===== config.mk =====
export PLATFORM = sky130hd
export DESIGN_NAME = newton_raphson_reciprocal_divider_unit_flat
export DESIGN_NICKNAME = d
export VERILOG_FILES = /design/src/hdl/nrd_pkg.sv /design/src/hdl/nrd_if.sv /design/src/hdl/nrd_recip.sv /design/src/hdl/nrd_quot.sv /design/src/hdl/newton_raphson_reciprocal_divider_unit.sv /design/src/flat_wrapper.sv
export SDC_FILE = /design/constraint.sdc
export NUM_CORES = 2
export LEC_CHECK = 0
export BUFFER_PORTS_ARGS = -buffer_cell sky130_fd_sc_hd__clkbuf_2
export CORE_MARGIN = 1.5
export CORE_UTILIZATION = 67
export CTS_CLUSTER_SIZE = 30
export DETAILED_ROUTE_END_ITERATION = 8
export HOLD_SLACK_MARGIN = 0.02
export MAX_ROUTING_LAYER = met4
export PLACE_DENSITY = 0.87
export SETUP_SLACK_MARGIN = 0.1
export SLEW_MARGIN = 20
export SYNTH_ARGS = -nofsm -noshare
export SYNTH_HDL_FRONTEND = slang
export SYNTH_HIERARCHICAL = 1
export SYNTH_SLANG_ARGS = --single-unit

===== constraint.sdc =====
create_clock -name i_clk -period 13.38 [get_ports i_clk]
set_input_delay 2.007 -clock i_clk [delete_from_list [all_inputs] [get_ports i_clk]]
set_output_delay 2.007 -clock i_clk [all_outputs]
set_load 0.05 [all_outputs]

===== src/hdl/nrd_pkg.sv =====
package nrd_pkg;

    localparam int unsigned W_IN   = 16;
    localparam int unsigned W_QUOT = 17;
    localparam int unsigned W_NSH  = 32;
    localparam int unsigned W_REC  = 32;

    localparam logic [W_QUOT-1:0] QUOT_MAX = 17'h1ffff;

    localparam logic [7:0] SEED_ROM [0:256] = '{
        8'hff, 8'hfd, 8'hfb, 8'hf9, 8'hf7, 8'hf5, 8'hf3, 8'hf1,
        8'hef, 8'hee, 8'hec, 8'hea, 8'he8, 8'he6, 8'he4, 8'he3,
        8'he1, 8'hdf, 8'hdd, 8'hdc, 8'hda, 8'hd8, 8'hd6, 8'hd5,
        8'hd3, 8'hd1, 8'hd0, 8'hce, 8'hcd, 8'hcb, 8'hc9, 8'hc8,
        8'hc6, 8'hc5, 8'hc3, 8'hc1, 8'hc0, 8'hbe, 8'hbd, 8'hbb,
        8'hba, 8'hb8, 8'hb7, 8'hb5, 8'hb4, 8'hb2, 8'hb1, 8'hb0,
        8'hae, 8'had, 8'hab, 8'haa, 8'ha9, 8'ha7, 8'ha6, 8'ha4,
        8'ha3, 8'ha2, 8'ha0, 8'h9f, 8'h9e, 8'h9c, 8'h9b, 8'h9a,
        8'h99, 8'h97, 8'h96, 8'h95, 8'h94, 8'h92, 8'h91, 8'h90,
        8'h8f, 8'h8d, 8'h8c, 8'h8b, 8'h8a, 8'h89, 8'h87, 8'h86,
        8'h85, 8'h84, 8'h83, 8'h82, 8'h81, 8'h7f, 8'h7e, 8'h7d,
        8'h7c, 8'h7b, 8'h7a, 8'h79, 8'h78, 8'h77, 8'h75, 8'h74,
        8'h73, 8'h72, 8'h71, 8'h70, 8'h6f, 8'h6e, 8'h6d, 8'h6c,
        8'h6b, 8'h6a, 8'h69, 8'h68, 8'h67, 8'h66, 8'h65, 8'h64,
        8'h63, 8'h62, 8'h61, 8'h60, 8'h5f, 8'h5e, 8'h5d, 8'h5d,
        8'h5c, 8'h5b, 8'h5a, 8'h59, 8'h58, 8'h57, 8'h56, 8'h55,
        8'h54, 8'h53, 8'h53, 8'h52, 8'h51, 8'h50, 8'h4f, 8'h4e,
        8'h4d, 8'h4d, 8'h4c, 8'h4b, 8'h4a, 8'h49, 8'h48, 8'h48,
        8'h47, 8'h46, 8'h45, 8'h44, 8'h43, 8'h43, 8'h42, 8'h41,
        8'h40, 8'h3f, 8'h3f, 8'h3e, 8'h3d, 8'h3c, 8'h3c, 8'h3b,
        8'h3a, 8'h39, 8'h39, 8'h38, 8'h37, 8'h36, 8'h36, 8'h35,
        8'h34, 8'h33, 8'h33, 8'h32, 8'h31, 8'h31, 8'h30, 8'h2f,
        8'h2e, 8'h2e, 8'h2d, 8'h2c, 8'h2c, 8'h2b, 8'h2a, 8'h2a,
        8'h29, 8'h28, 8'h28, 8'h27, 8'h26, 8'h26, 8'h25, 8'h24,
        8'h24, 8'h23, 8'h22, 8'h22, 8'h21, 8'h20, 8'h20, 8'h1f,
        8'h1e, 8'h1e, 8'h1d, 8'h1d, 8'h1c, 8'h1b, 8'h1b, 8'h1a,
        8'h19, 8'h19, 8'h18, 8'h18, 8'h17, 8'h16, 8'h16, 8'h15,
        8'h15, 8'h14, 8'h14, 8'h13, 8'h12, 8'h12, 8'h11, 8'h11,
        8'h10, 8'h0f, 8'h0f, 8'h0e, 8'h0e, 8'h0d, 8'h0d, 8'h0c,
        8'h0c, 8'h0b, 8'h0a, 8'h0a, 8'h09, 8'h09, 8'h08, 8'h08,
        8'h07, 8'h07, 8'h06, 8'h06, 8'h05, 8'h05, 8'h04, 8'h04,
        8'h03, 8'h03, 8'h02, 8'h02, 8'h01, 8'h01, 8'h00, 8'h00,
        8'h00
    };

    // Leading zeros of a 16-bit value; 16 for zero.
    function automatic logic [4:0] lead_zeros16(input logic [15:0] v);
        logic [4:0] n;
        logic       found;
        n     = 5'd16;
        found = 1'b0;
        for (int i = 15; i >= 0; i--) begin
            if (!found && v[i]) begin
                n     = 5'(15 - i);
                found = 1'b1;
            end
        end
        return n;
    endfunction

endpackage


===== src/hdl/nrd_if.sv =====
interface nrd_in_if import nrd_pkg::*; ();
    logic              valid;
    logic              ready;
    logic [W_IN-1:0]   numerator;
    logic [W_IN-1:0]   divisor;
    modport source (output valid, output numerator, output divisor, input ready);
    modport sink   (input valid, input numerator, input divisor, output ready);
endinterface

interface nrd_out_if import nrd_pkg::*; ();
    logic              valid;
    logic              ready;
    logic [W_QUOT-1:0] quotient;
    modport source (output valid, output quotient, input ready);
    modport sink   (input valid, input quotient, output ready);
endinterface


===== src/hdl/nrd_recip.sv =====
// Reciprocal datapath: normalize, seed lookup, Newton-Raphson step.
// Four register stages, all advancing on i_en.
module nrd_recip import nrd_pkg::*; (
    input  logic              i_clk,
    input  logic              i_en,
    input  logic [W_IN-1:0]   i_num,
    input  logic [W_IN-1:0]   i_div,
    output logic [W_NSH-1:0]  o_nsh,
    output logic [W_REC-1:0]  o_rec
);

    // Stage 1: normalize both operands.
    logic [4:0]        n_sh;
    logic [W_NSH-1:0]  r_nsh1;
    logic [15:0]       r_dn1;
    assign n_sh = lead_zeros16(i_div);
    always_ff @(posedge i_clk) begin
        if (i_en) begin
            r_nsh1 <= {16'd0, i_num} << n_sh;
            r_dn1  <= 16'(i_div << n_sh);
        end
    end

    // Stage 2: seed lookup and first product ds * f.
    // The seed plus 0x101 reaches 0x200, so f needs ten bits.
    logic [8:0]        n_idx;
    logic [9:0]        n_f;
    logic [16:0]       n_sum;
    logic [W_NSH-1:0]  r_nsh2;
    logic [9:0]        r_f2;
    logic [24:0]       r_p2;
    assign n_sum = {2'b00, r_dn1[14:0]} + 17'h40;
    assign n_idx = n_sum[15:7];
    assign n_f   = {2'b00, SEED_ROM[n_idx]} + 10'h101;
    always_ff @(posedge i_clk) begin
        if (i_en) begin
            r_nsh2 <= r_nsh1;
            r_f2   <= n_f;
            r_p2   <= 25'({r_dn1 | 16'h8000} * n_f);
        end
    end

    // Stage 3: inner = 0x20000 + floor((0x80 - p) / 256).
    logic signed [26:0] n_t3;
    logic signed [26:0] n_inner;
    logic [W_NSH-1:0]   r_nsh3;
    logic [9:0]         r_f3;
    logic signed [26:0] r_inner3;
    assign n_t3    = 27'sh80 - $signed({2'b00, r_p2});
    assign n_inner = 27'sh20000 + (n_t3 >>> 8);
    always_ff @(posedge i_clk) begin
        if (i_en) begin
            r_nsh3   <= r_nsh2;
            r_f3     <= r_f2;
            r_inner3 <= n_inner;
        end
    end

    // Stage 4: r = floor((f * inner + 0x80) / 256).
    logic signed [37:0] n_p4;
    logic signed [37:0] n_r4;
    logic [W_NSH-1:0]   r_nsh4;
    logic [W_REC-1:0]   r_rec4;
    assign n_p4 = $signed({28'd0, r_f3}) * 38'(r_inner3) + 38'sh80;
    assign n_r4 = n_p4 >>> 8;
    always_ff @(posedge i_clk) begin
        if (i_en) begin
            r_nsh4 <= r_nsh3;
            r_rec4 <= n_r4[W_REC-1:0];
        end
    end

    assign o_nsh = r_nsh4;
    assign o_rec = r_rec4;

endmodule


===== src/hdl/nrd_quot.sv =====
// Final multiply split in two 32x16 partial products, then round and saturate.
module nrd_quot import nrd_pkg::*; (
    input  logic              i_clk,
    input  logic              i_en,
    input  logic [W_NSH-1:0]  i_nsh,
    input  logic [W_REC-1:0]  i_rec,
    output logic [W_QUOT-1:0] o_quot
);

    // Stage 5: partial products on the low and high numerator halves.
    logic [47:0] r_plo;
    logic [47:0] r_phi;
    always_ff @(posedge i_clk) begin
        if (i_en) begin
            r_plo <= 48'(i_rec * i_nsh[15:0]);
            r_phi <= 48'(i_rec * i_nsh[31:16]);
        end
    end

    // Stage 6: sum modulo 2^64, round, shift and saturate.
    logic [63:0] n_prod;
    logic [63:0] n_q;
    logic [W_QUOT-1:0] r_q;
    assign n_prod = {16'd0, r_plo} + {r_phi, 16'd0} + 64'h8000;
    assign n_q    = n_prod >> 16;
    always_ff @(posedge i_clk) begin
        if (i_en) begin
            r_q <= (n_q > 64'(QUOT_MAX)) ? QUOT_MAX : n_q[W_QUOT-1:0];
        end
    end

    assign o_quot = r_q;

endmodule


===== src/hdl/newton_raphson_reciprocal_divider_unit.sv =====
// Unsigned 16-bit divider, numerator / divisor in unsigned 1.16 fixed point.
// Input channel i_in carries numerator and divisor; output channel o_out
// carries the 17-bit quotient, saturated at 0x1ffff. A zero divisor gives
// 0 for a zero numerator and 0x1ffff otherwise.
// Beats are taken on valid and ready both high.
// Each beat passes through every stage to the output valid; the pipeline
// takes one beat every cycle unless the receiver stalls. Its depth is set
// by the normalize, seed lookup, two Newton-Raphson multiply stages and
// the final product, which is split into two partial-product stages.
// The whole pipeline advances together: when the receiver stalls with the
// last stage full, every stage holds and i_in.ready drops, so nothing is
// lost or repeated. Bubbles travel with the pipeline and are not squeezed
// out; the input is held off whenever the last stage waits on the receiver.
// Reset clears the stage valid bits only; the datapath is not reset.
module newton_raphson_reciprocal_divider_unit import nrd_pkg::*; (
    input  logic i_clk,
    input  logic i_rst_n,
    nrd_in_if.sink    i_in,
    nrd_out_if.source o_out
);

    localparam int unsigned N_STG = 6;

    logic [N_STG-1:0] r_vld;
    logic             n_en;
    logic [W_NSH-1:0] w_nsh;
    logic [W_REC-1:0] w_rec;

    // The pipeline moves when the last stage is empty or being drained.
    assign n_en       = !r_vld[N_STG-1] || o_out.ready;
    assign i_in.ready = n_en;

    // Valid bits shift along with the data.
    always_ff @(posedge i_clk) begin
        if (!i_rst_n) begin
            r_vld <= '0;
        end else if (n_en) begin
            r_vld <= {r_vld[N_STG-2:0], i_in.valid};
        end
    end

    nrd_recip u_recip (
        .i_clk (i_clk),
        .i_en  (n_en),
        .i_num (i_in.numerator),
        .i_div (i_in.divisor),
        .o_nsh (w_nsh),
        .o_rec (w_rec)
    );

    nrd_quot u_quot (
        .i_clk  (i_clk),
        .i_en   (n_en),
        .i_nsh  (w_nsh),
        .i_rec  (w_rec),
        .o_quot (o_out.quotient)
    );

    assign o_out.valid = r_vld[N_STG-1];

endmodule

===== src/flat_wrapper.sv =====
// flat-port wrapper written by rule: the top's interface ports become plain ports
module newton_raphson_reciprocal_divider_unit_flat import nrd_pkg::*;
  (i_clk, i_rst_n, i_in_valid, i_in_numerator, i_in_divisor, i_in_ready, o_out_valid, o_out_quotient, o_out_ready);
  nrd_in_if i_in_i ();
  nrd_out_if o_out_i ();
  input  logic i_clk;
  input  logic i_rst_n;
  input wire logic [$bits(i_in_i.valid)-1:0] i_in_valid;
  input wire logic [$bits(i_in_i.numerator)-1:0] i_in_numerator;
  input wire logic [$bits(i_in_i.divisor)-1:0] i_in_divisor;
  output wire logic [$bits(i_in_i.ready)-1:0] i_in_ready;
  output wire logic [$bits(o_out_i.valid)-1:0] o_out_valid;
  output wire logic [$bits(o_out_i.quotient)-1:0] o_out_quotient;
  input wire logic [$bits(o_out_i.ready)-1:0] o_out_ready;
  assign i_in_i.valid = i_in_valid;
  assign i_in_i.numerator = i_in_numerator;
  assign i_in_i.divisor = i_in_divisor;
  assign i_in_ready = i_in_i.ready;
  assign o_out_valid = o_out_i.valid;
  assign o_out_quotient = o_out_i.quotient;
  assign o_out_i.ready = o_out_ready;
  newton_raphson_reciprocal_divider_unit u_core (.i_clk(i_clk), .i_rst_n(i_rst_n), .i_in(i_in_i), .o_out(o_out_i));
endmodule

# ---- After elaboration in Yosys (flattened, before gate mapping)
# Memories as Yosys holds them, arrays and structs flattened.
# Index checks and enable logic that the tools add are counted.
dict set report op_classes {
  n_addsub 7
  mul 4
  n_lt_le_gt_ge 2
  n_shift 2
  n_mux 33
  bitwise_logic 1
  reduce_logical 32
}
# cell n
set op_table {}
lappend op_table {{multiplier 32 x 16 -> 48 bit} 2}
lappend op_table {{2-to-1 mux 5 bit} 16}
lappend op_table {{adder 48 x 64 -> 64 bit} 1}
lappend op_table {{adder 64 x 16 -> 64 bit, second input constant} 1}
lappend op_table {{> comparator 48 x 17 -> 1 bit, second input constant} 1}
lappend op_table {{adder 31 x 9 -> 32 bit, second input constant} 1}
lappend op_table {{left shift 16 x 5 -> 32 bit} 1}
lappend op_table {{multiplier 11 x 20 -> 31 bit} 1}
lappend op_table {{subtractor 8 x 25 -> 26 bit, first input constant} 1}
lappend op_table {{multiplier 16 x 10 -> 25 bit} 1}
lappend op_table {{adder 19 x 18 -> 20 bit, first input constant} 1}
lappend op_table {{adder 15 x 7 -> 16 bit, second input constant} 1}
lappend op_table {{zero test 1 bit} 16}
lappend op_table {{2-to-1 mux 8 bit} 2}
lappend op_table {{left shift 16 x 5 -> 15 bit} 1}
lappend op_table {{logical AND 1 bit} 15}
lappend op_table {{2-to-1 mux 1 bit} 15}
lappend op_table {{adder 8 x 9 -> 10 bit, second input constant} 1}
lappend op_table {{greater-or-equal comparator 10 bit, second input constant} 1}
lappend op_table {{inverter 9 -> 10 bit} 1}
lappend op_table {{logical OR 1 bit} 1}
dict set report totals {
  register_bits 357
  mem_bits_ro 4096
  input_bits 36
  out_inout_bits 19
  word_cells 96
  mem_count 1
}
# memory depth width rd rd_ports_with_merged_regs wr line
set mem_list {}
lappend mem_list {{(name not given)} 512 8 1 0 0 nrd_recip.sv:34} ;# assign n_f = {2'b00, SEED_ROM[n_idx]} + 10'h101;

# ---- Logic depth before layout (Yosys ltp)
dict set report depth {
  word_depth 47
  depth_mapped 41
  ltp_nobuf 38
}

# ---- Hierarchy
# The synthesis kept the hierarchy.
# module n_inst cells_per_inst area_per_inst_um2 seq_area_each_um2
set modules_own_cells {}
lappend modules_own_cells {nrd_quot 1 4060 36872.9 2942.8}
lappend modules_own_cells {nrd_recip 1 2336 23198.5 6846.6}
lappend modules_own_cells {newton_raphson_reciprocal_divider_unit 1 21 229.0 120.1}

# ---- Least setup slack after synthesis
# Ideal clock, no wire load.
dict set report synth_path {
  path_kind {input to output}
  from {in o_out_ready}
  to {out i_in_ready}
  arrival_ps 8718
  required_time_ps 11373
  setup_slack_ps 2655
  stages 3
  n_path_buf 1
  path_cell_list {nor2b_4 > buf_6 > inv_1}
}
dict set report synth_between {
  elab_chain_cells 1
}
# item line
set synth_lines {}
lappend synth_lines {{start, declared} flat_wrapper.sv:14} ;# input wire logic [$bits(o_out_i.ready)-1:0] o_out_ready;
lappend synth_lines {{logical OR 1 bit} newton_raphson_reciprocal_divider_unit.sv:30} ;# assign n_en = !r_vld[N_STG-1] || o_out.ready;
lappend synth_lines {{end, declared} flat_wrapper.sv:11} ;# output wire logic [$bits(i_in_i.ready)-1:0] i_in_ready;
# No other way between the ends.

# ---- Worst setup path after layout
dict set report layout_path {
  from {reg u_core.u_recip.r_dn1[6]}
  to {reg u_core.u_recip.r_p2[24] (data pin)}
}
dict set report layout_between {
  elab_chain_cells 7
}
# item line
set layout_lines {}
lappend layout_lines {{start, declared} nrd_recip.sv:15} ;# logic [15:0] r_dn1;
lappend layout_lines {{start signal, assigned} nrd_recip.sv:20} ;# r_dn1 <= 16'(i_div << n_sh);
lappend layout_lines {{adder 15 x 7 -> 16 bit} nrd_recip.sv:32} ;# assign n_sum = {2'b00, r_dn1[14:0]} + 17'h40;
lappend layout_lines {{inverter 9 -> 10 bit (not written as such)} nrd_recip.sv:34}
lappend layout_lines {{memory read (512 x 8 bit)} n/a}
lappend layout_lines {{2-to-1 mux 8 bit (not written as such) (2 in a row)} nrd_recip.sv:34}
lappend layout_lines {{adder 8 x 9 -> 10 bit} nrd_recip.sv:34}
lappend layout_lines {{multiplier 16 x 10 -> 25 bit (*)} nrd_recip.sv:39} ;# r_p2 <= 25'({r_dn1 | 16'h8000} * n_f);
lappend layout_lines {{end signal, assigned} nrd_recip.sv:39}
lappend layout_lines {{end, declared} nrd_recip.sv:31} ;# logic [24:0] r_p2;
# Every way passes the cells marked *; elsewhere a longest branch is shown, timed or not. The select of a mux whose other input is x is not followed.
# A chain may end at the register's enable or synchronous reset.

==> flow_summary.ini <==
[global_routing]
grt_pass1_wl_mm = 251
grt_max_degree = 168
gr-total-overflow = 0
antenna_found_initial = 3
grtUsageTotal_pct = 35.9
first_global_vias = 49039

[floorplanning]
std_cell_rows = 109
die_area_um2 = 91800
die_w_um = 303
die_height_um = 303
start_util_pct = 67.9
ios = 55
core_area_um2 = 88800

[clock_tree]
cts_resized = 0
cts_hold_buf = 0
clock-sinks = 332
h-tree-depth = 2
clock_path_buffers = 3
cts_root_buffer = clkbuf_16
cts_buffers = 37
post_cts_buffers = 0
clk_pin_slew_ps = 60
clk_latency_ps = 580
cts_tree = done

[logic_synthesis]
ys_seq_area_share_pct = 16.4
synth_top_area_share_pct = 35.6
synth_xor_area_share_pct = 2.49
syn_inst = 6417
synth_flop_cell = edfxtp_1
synth.cell_area_um2 = 60300
synth_seq_cells = 332
yosysWarnings = 6
synthSimpleGateAreaFrac_pct = 16.8
synth_largest_area_cell = fa_1
syn_avg_cell_area_um2 = 9.40
synth_edf_count = 326
async_flop_share_pct = 0
ys_top_cells_by_area = fa_1, edfxtp_1, ha_1
yosysUniqueCellTypes = 118
yosys.area_share.adder_pct = 44.5
synth_top_family_by_area = adder cells
synth.area.mux_share_pct = 1.25
synth_compound_area_share_pct = 8.46
yosysMostFrequentCell = inv_1
synthTopCellsByCount = inv_1, fa_1, nand2_1

[setup_path]
max_stage_delay_ps = 1020
critPathKind = reg -> reg
crit_buf_inv = 4
end_kind = flop
critPathArrivalTime_ps = 11690
slowest_stage = edfxtp_1
worstSetupStartpoint = u_core/u_recip/r_dn1[6]
rr_startpoint = u_core/u_recip/r_dn1[6]
cp_top_family = adder cells
cp_max_fo = 28
crit_top_cell = fa_1
required_ps = 13690
cp-start-kind = flop

[timing]
maxSlewViolCount = 0
slew_headroom_pct = 29.1
rsz0062_at_grt = no
fin_setup_tns_ps = 0
worst_slew_pin_slew_ps = 1060
report.final.setup_viol = 0
fin_skew_ps = 21.6
max_freq_mhz = 87.9
fin_crit_sh_pct = 85.0
finalHoldViolations = 0
period_needed_ps = 11380

[detailed_routing]
viasPerCell = 6.12
wl_met2_mm = 72.3
drtPass1Iterations = 9
wl_met3_mm = 17.4
drtIter0Drc = 4609
wl_per_cell_um = 20.8
ant_nets = 0
drt_wl_total_mm = 155
wl_met1_mm = 57.6
highest_layer = met4
drc = 0
vias = 45597

[hold_path]
hp-start = u_core/u_recip/r_nsh3[19]
hold_class = reg -> reg

[layout]
final_layout_size_suffix_gt1_share_pct = 4.70
finalNetCount = 7795
syn_to_final_growth_pct = 3.57

[placed_design]
place.gp.congestion = 0.981
numPortBuffers = 54
dp_hpwl_mm = 115

[run]
cap_violations = 0

[outcome]
outcome = finished clean
metrics by stage:
stage	std cells	util (%)	hold slack (ps)	cell area, um2	setup WS [ps]
after global routing	7448	70.3	407	62500	1200
final	7448	70.3	406	62500	2000
after global placement	7379	69.0	400	61200	2360
after floorplan	6426	-	400	60300	2650
after detailed placement	7379	69.0	405	61200	2040
after CTS	7442	70.3	398	62400	2040
layout make-up:
class	count	area, um2
fill	6036	26300
multi-input combinational	4536	44400
sequential	332	9910
antenna	3	7.51
inverter	1205	4530
tap	1165	1460
clock buffer	42	945
timing repair buffer	144	993
clock inverter	21	198
worst register-to-register path, delay by kind of cell (launching register included):
| family | cells | cell delay (ps) |
|---|---|---|
| buffers and inverters | 4 | 510 |
| flip-flops | 1 | 1020 |
| adder cells (fa/ha/maj) | 9 | 3920 |
| XOR/XNOR | 1 | 370 |
| AO/OA/AOI/OAI | 12 | 3260 |
| AND/OR/NAND/NOR | 8 | 2070 |
kinds of logic after synthesis:
logic type               after synthesis
adder cells (fa/ha/maj)             1503
AO/OA/AOI/OAI                        747
AND/OR/NAND/NOR                     2037
flip-flops                           332
buffers and inverters               1558
XOR/XNOR                             165
other                                  1
multiplexers                          74
flip-flops by register name, summed over array words and instances (netlist names):
register	flops
u_core/u_quot/r_phi	48
u_core/u_quot/r_plo	33
u_core/u_recip/o_nsh	32
u_core/u_recip/r_nsh1	32
u_core/u_recip/r_nsh2	32
u_core/u_recip/r_nsh3	32
u_core/u_recip/r_p2	25
u_core/u_recip/o_rec	22
u_core/u_recip/r_inner3	18
u_core/u_quot/o_quot	17
u_core/u_recip/r_dn1	15
u_core/u_recip/r_f2	10
u_core/u_recip/r_f3	10
u_core/r_vld	6
per-layer routing:
layer	global-route usage (%)	vias to the layer above
li1	-	19750
met1	43.7	22617
met2	56.7	2634
met3	9.33	596
met4	15.7	0
met5	-	-
worst paths after layout:
path                            slack, ps  depth (start not counted)                  endpoint
worst max-delay path                 2000                         34   u_core/u_recip/r_p2[24]
worst max register to register       2000                         34   u_core/u_recip/r_p2[24]
worst min register to register        410                          0  u_core/u_recip/o_nsh[19]
worst min-delay path                  410                          0  u_core/u_recip/o_nsh[19]
placed cells by master (no fill, tap or decap), drive strengths merged, types with 14 or more instances in the layout:
| cell | netlist | final |
|---|---|---|
| a2111oi | 15 | 15 |
| a211o | 14 | 14 |
| a211oi | 41 | 41 |
| a21boi | 16 | 16 |
| a21o | 84 | 84 |
| a21oi | 191 | 191 |
| a31oi | 20 | 20 |
| and2 | 610 | 610 |
| and3 | 40 | 40 |
| buf | 76 | 90 |
| clkbuf | 277 | 96 |
| edfxtp | 326 | 326 |
| fa | 1073 | 1073 |
| ha | 430 | 430 |
| inv | 1204 | 1209 |
| mux2i | 67 | 67 |
| nand2 | 891 | 891 |
| nand2b | 27 | 27 |
| nand3 | 69 | 69 |
| nand4 | 29 | 29 |
| nor2 | 187 | 187 |
| nor2b | 44 | 44 |
| nor3 | 51 | 51 |
| nor4 | 19 | 19 |
| o211ai | 25 | 25 |
| o21a | 36 | 36 |
| o21ai | 123 | 123 |
| o21bai | 22 | 22 |
| o22ai | 22 | 22 |
| o31ai | 14 | 14 |
| or2 | 15 | 15 |
| xnor2 | 106 | 106 |
| xor2 | 58 | 58 |
Power is left out: the tool's default activity adds up to more than one toggle a clock period on the data nets, which glitch-free logic cannot reach.
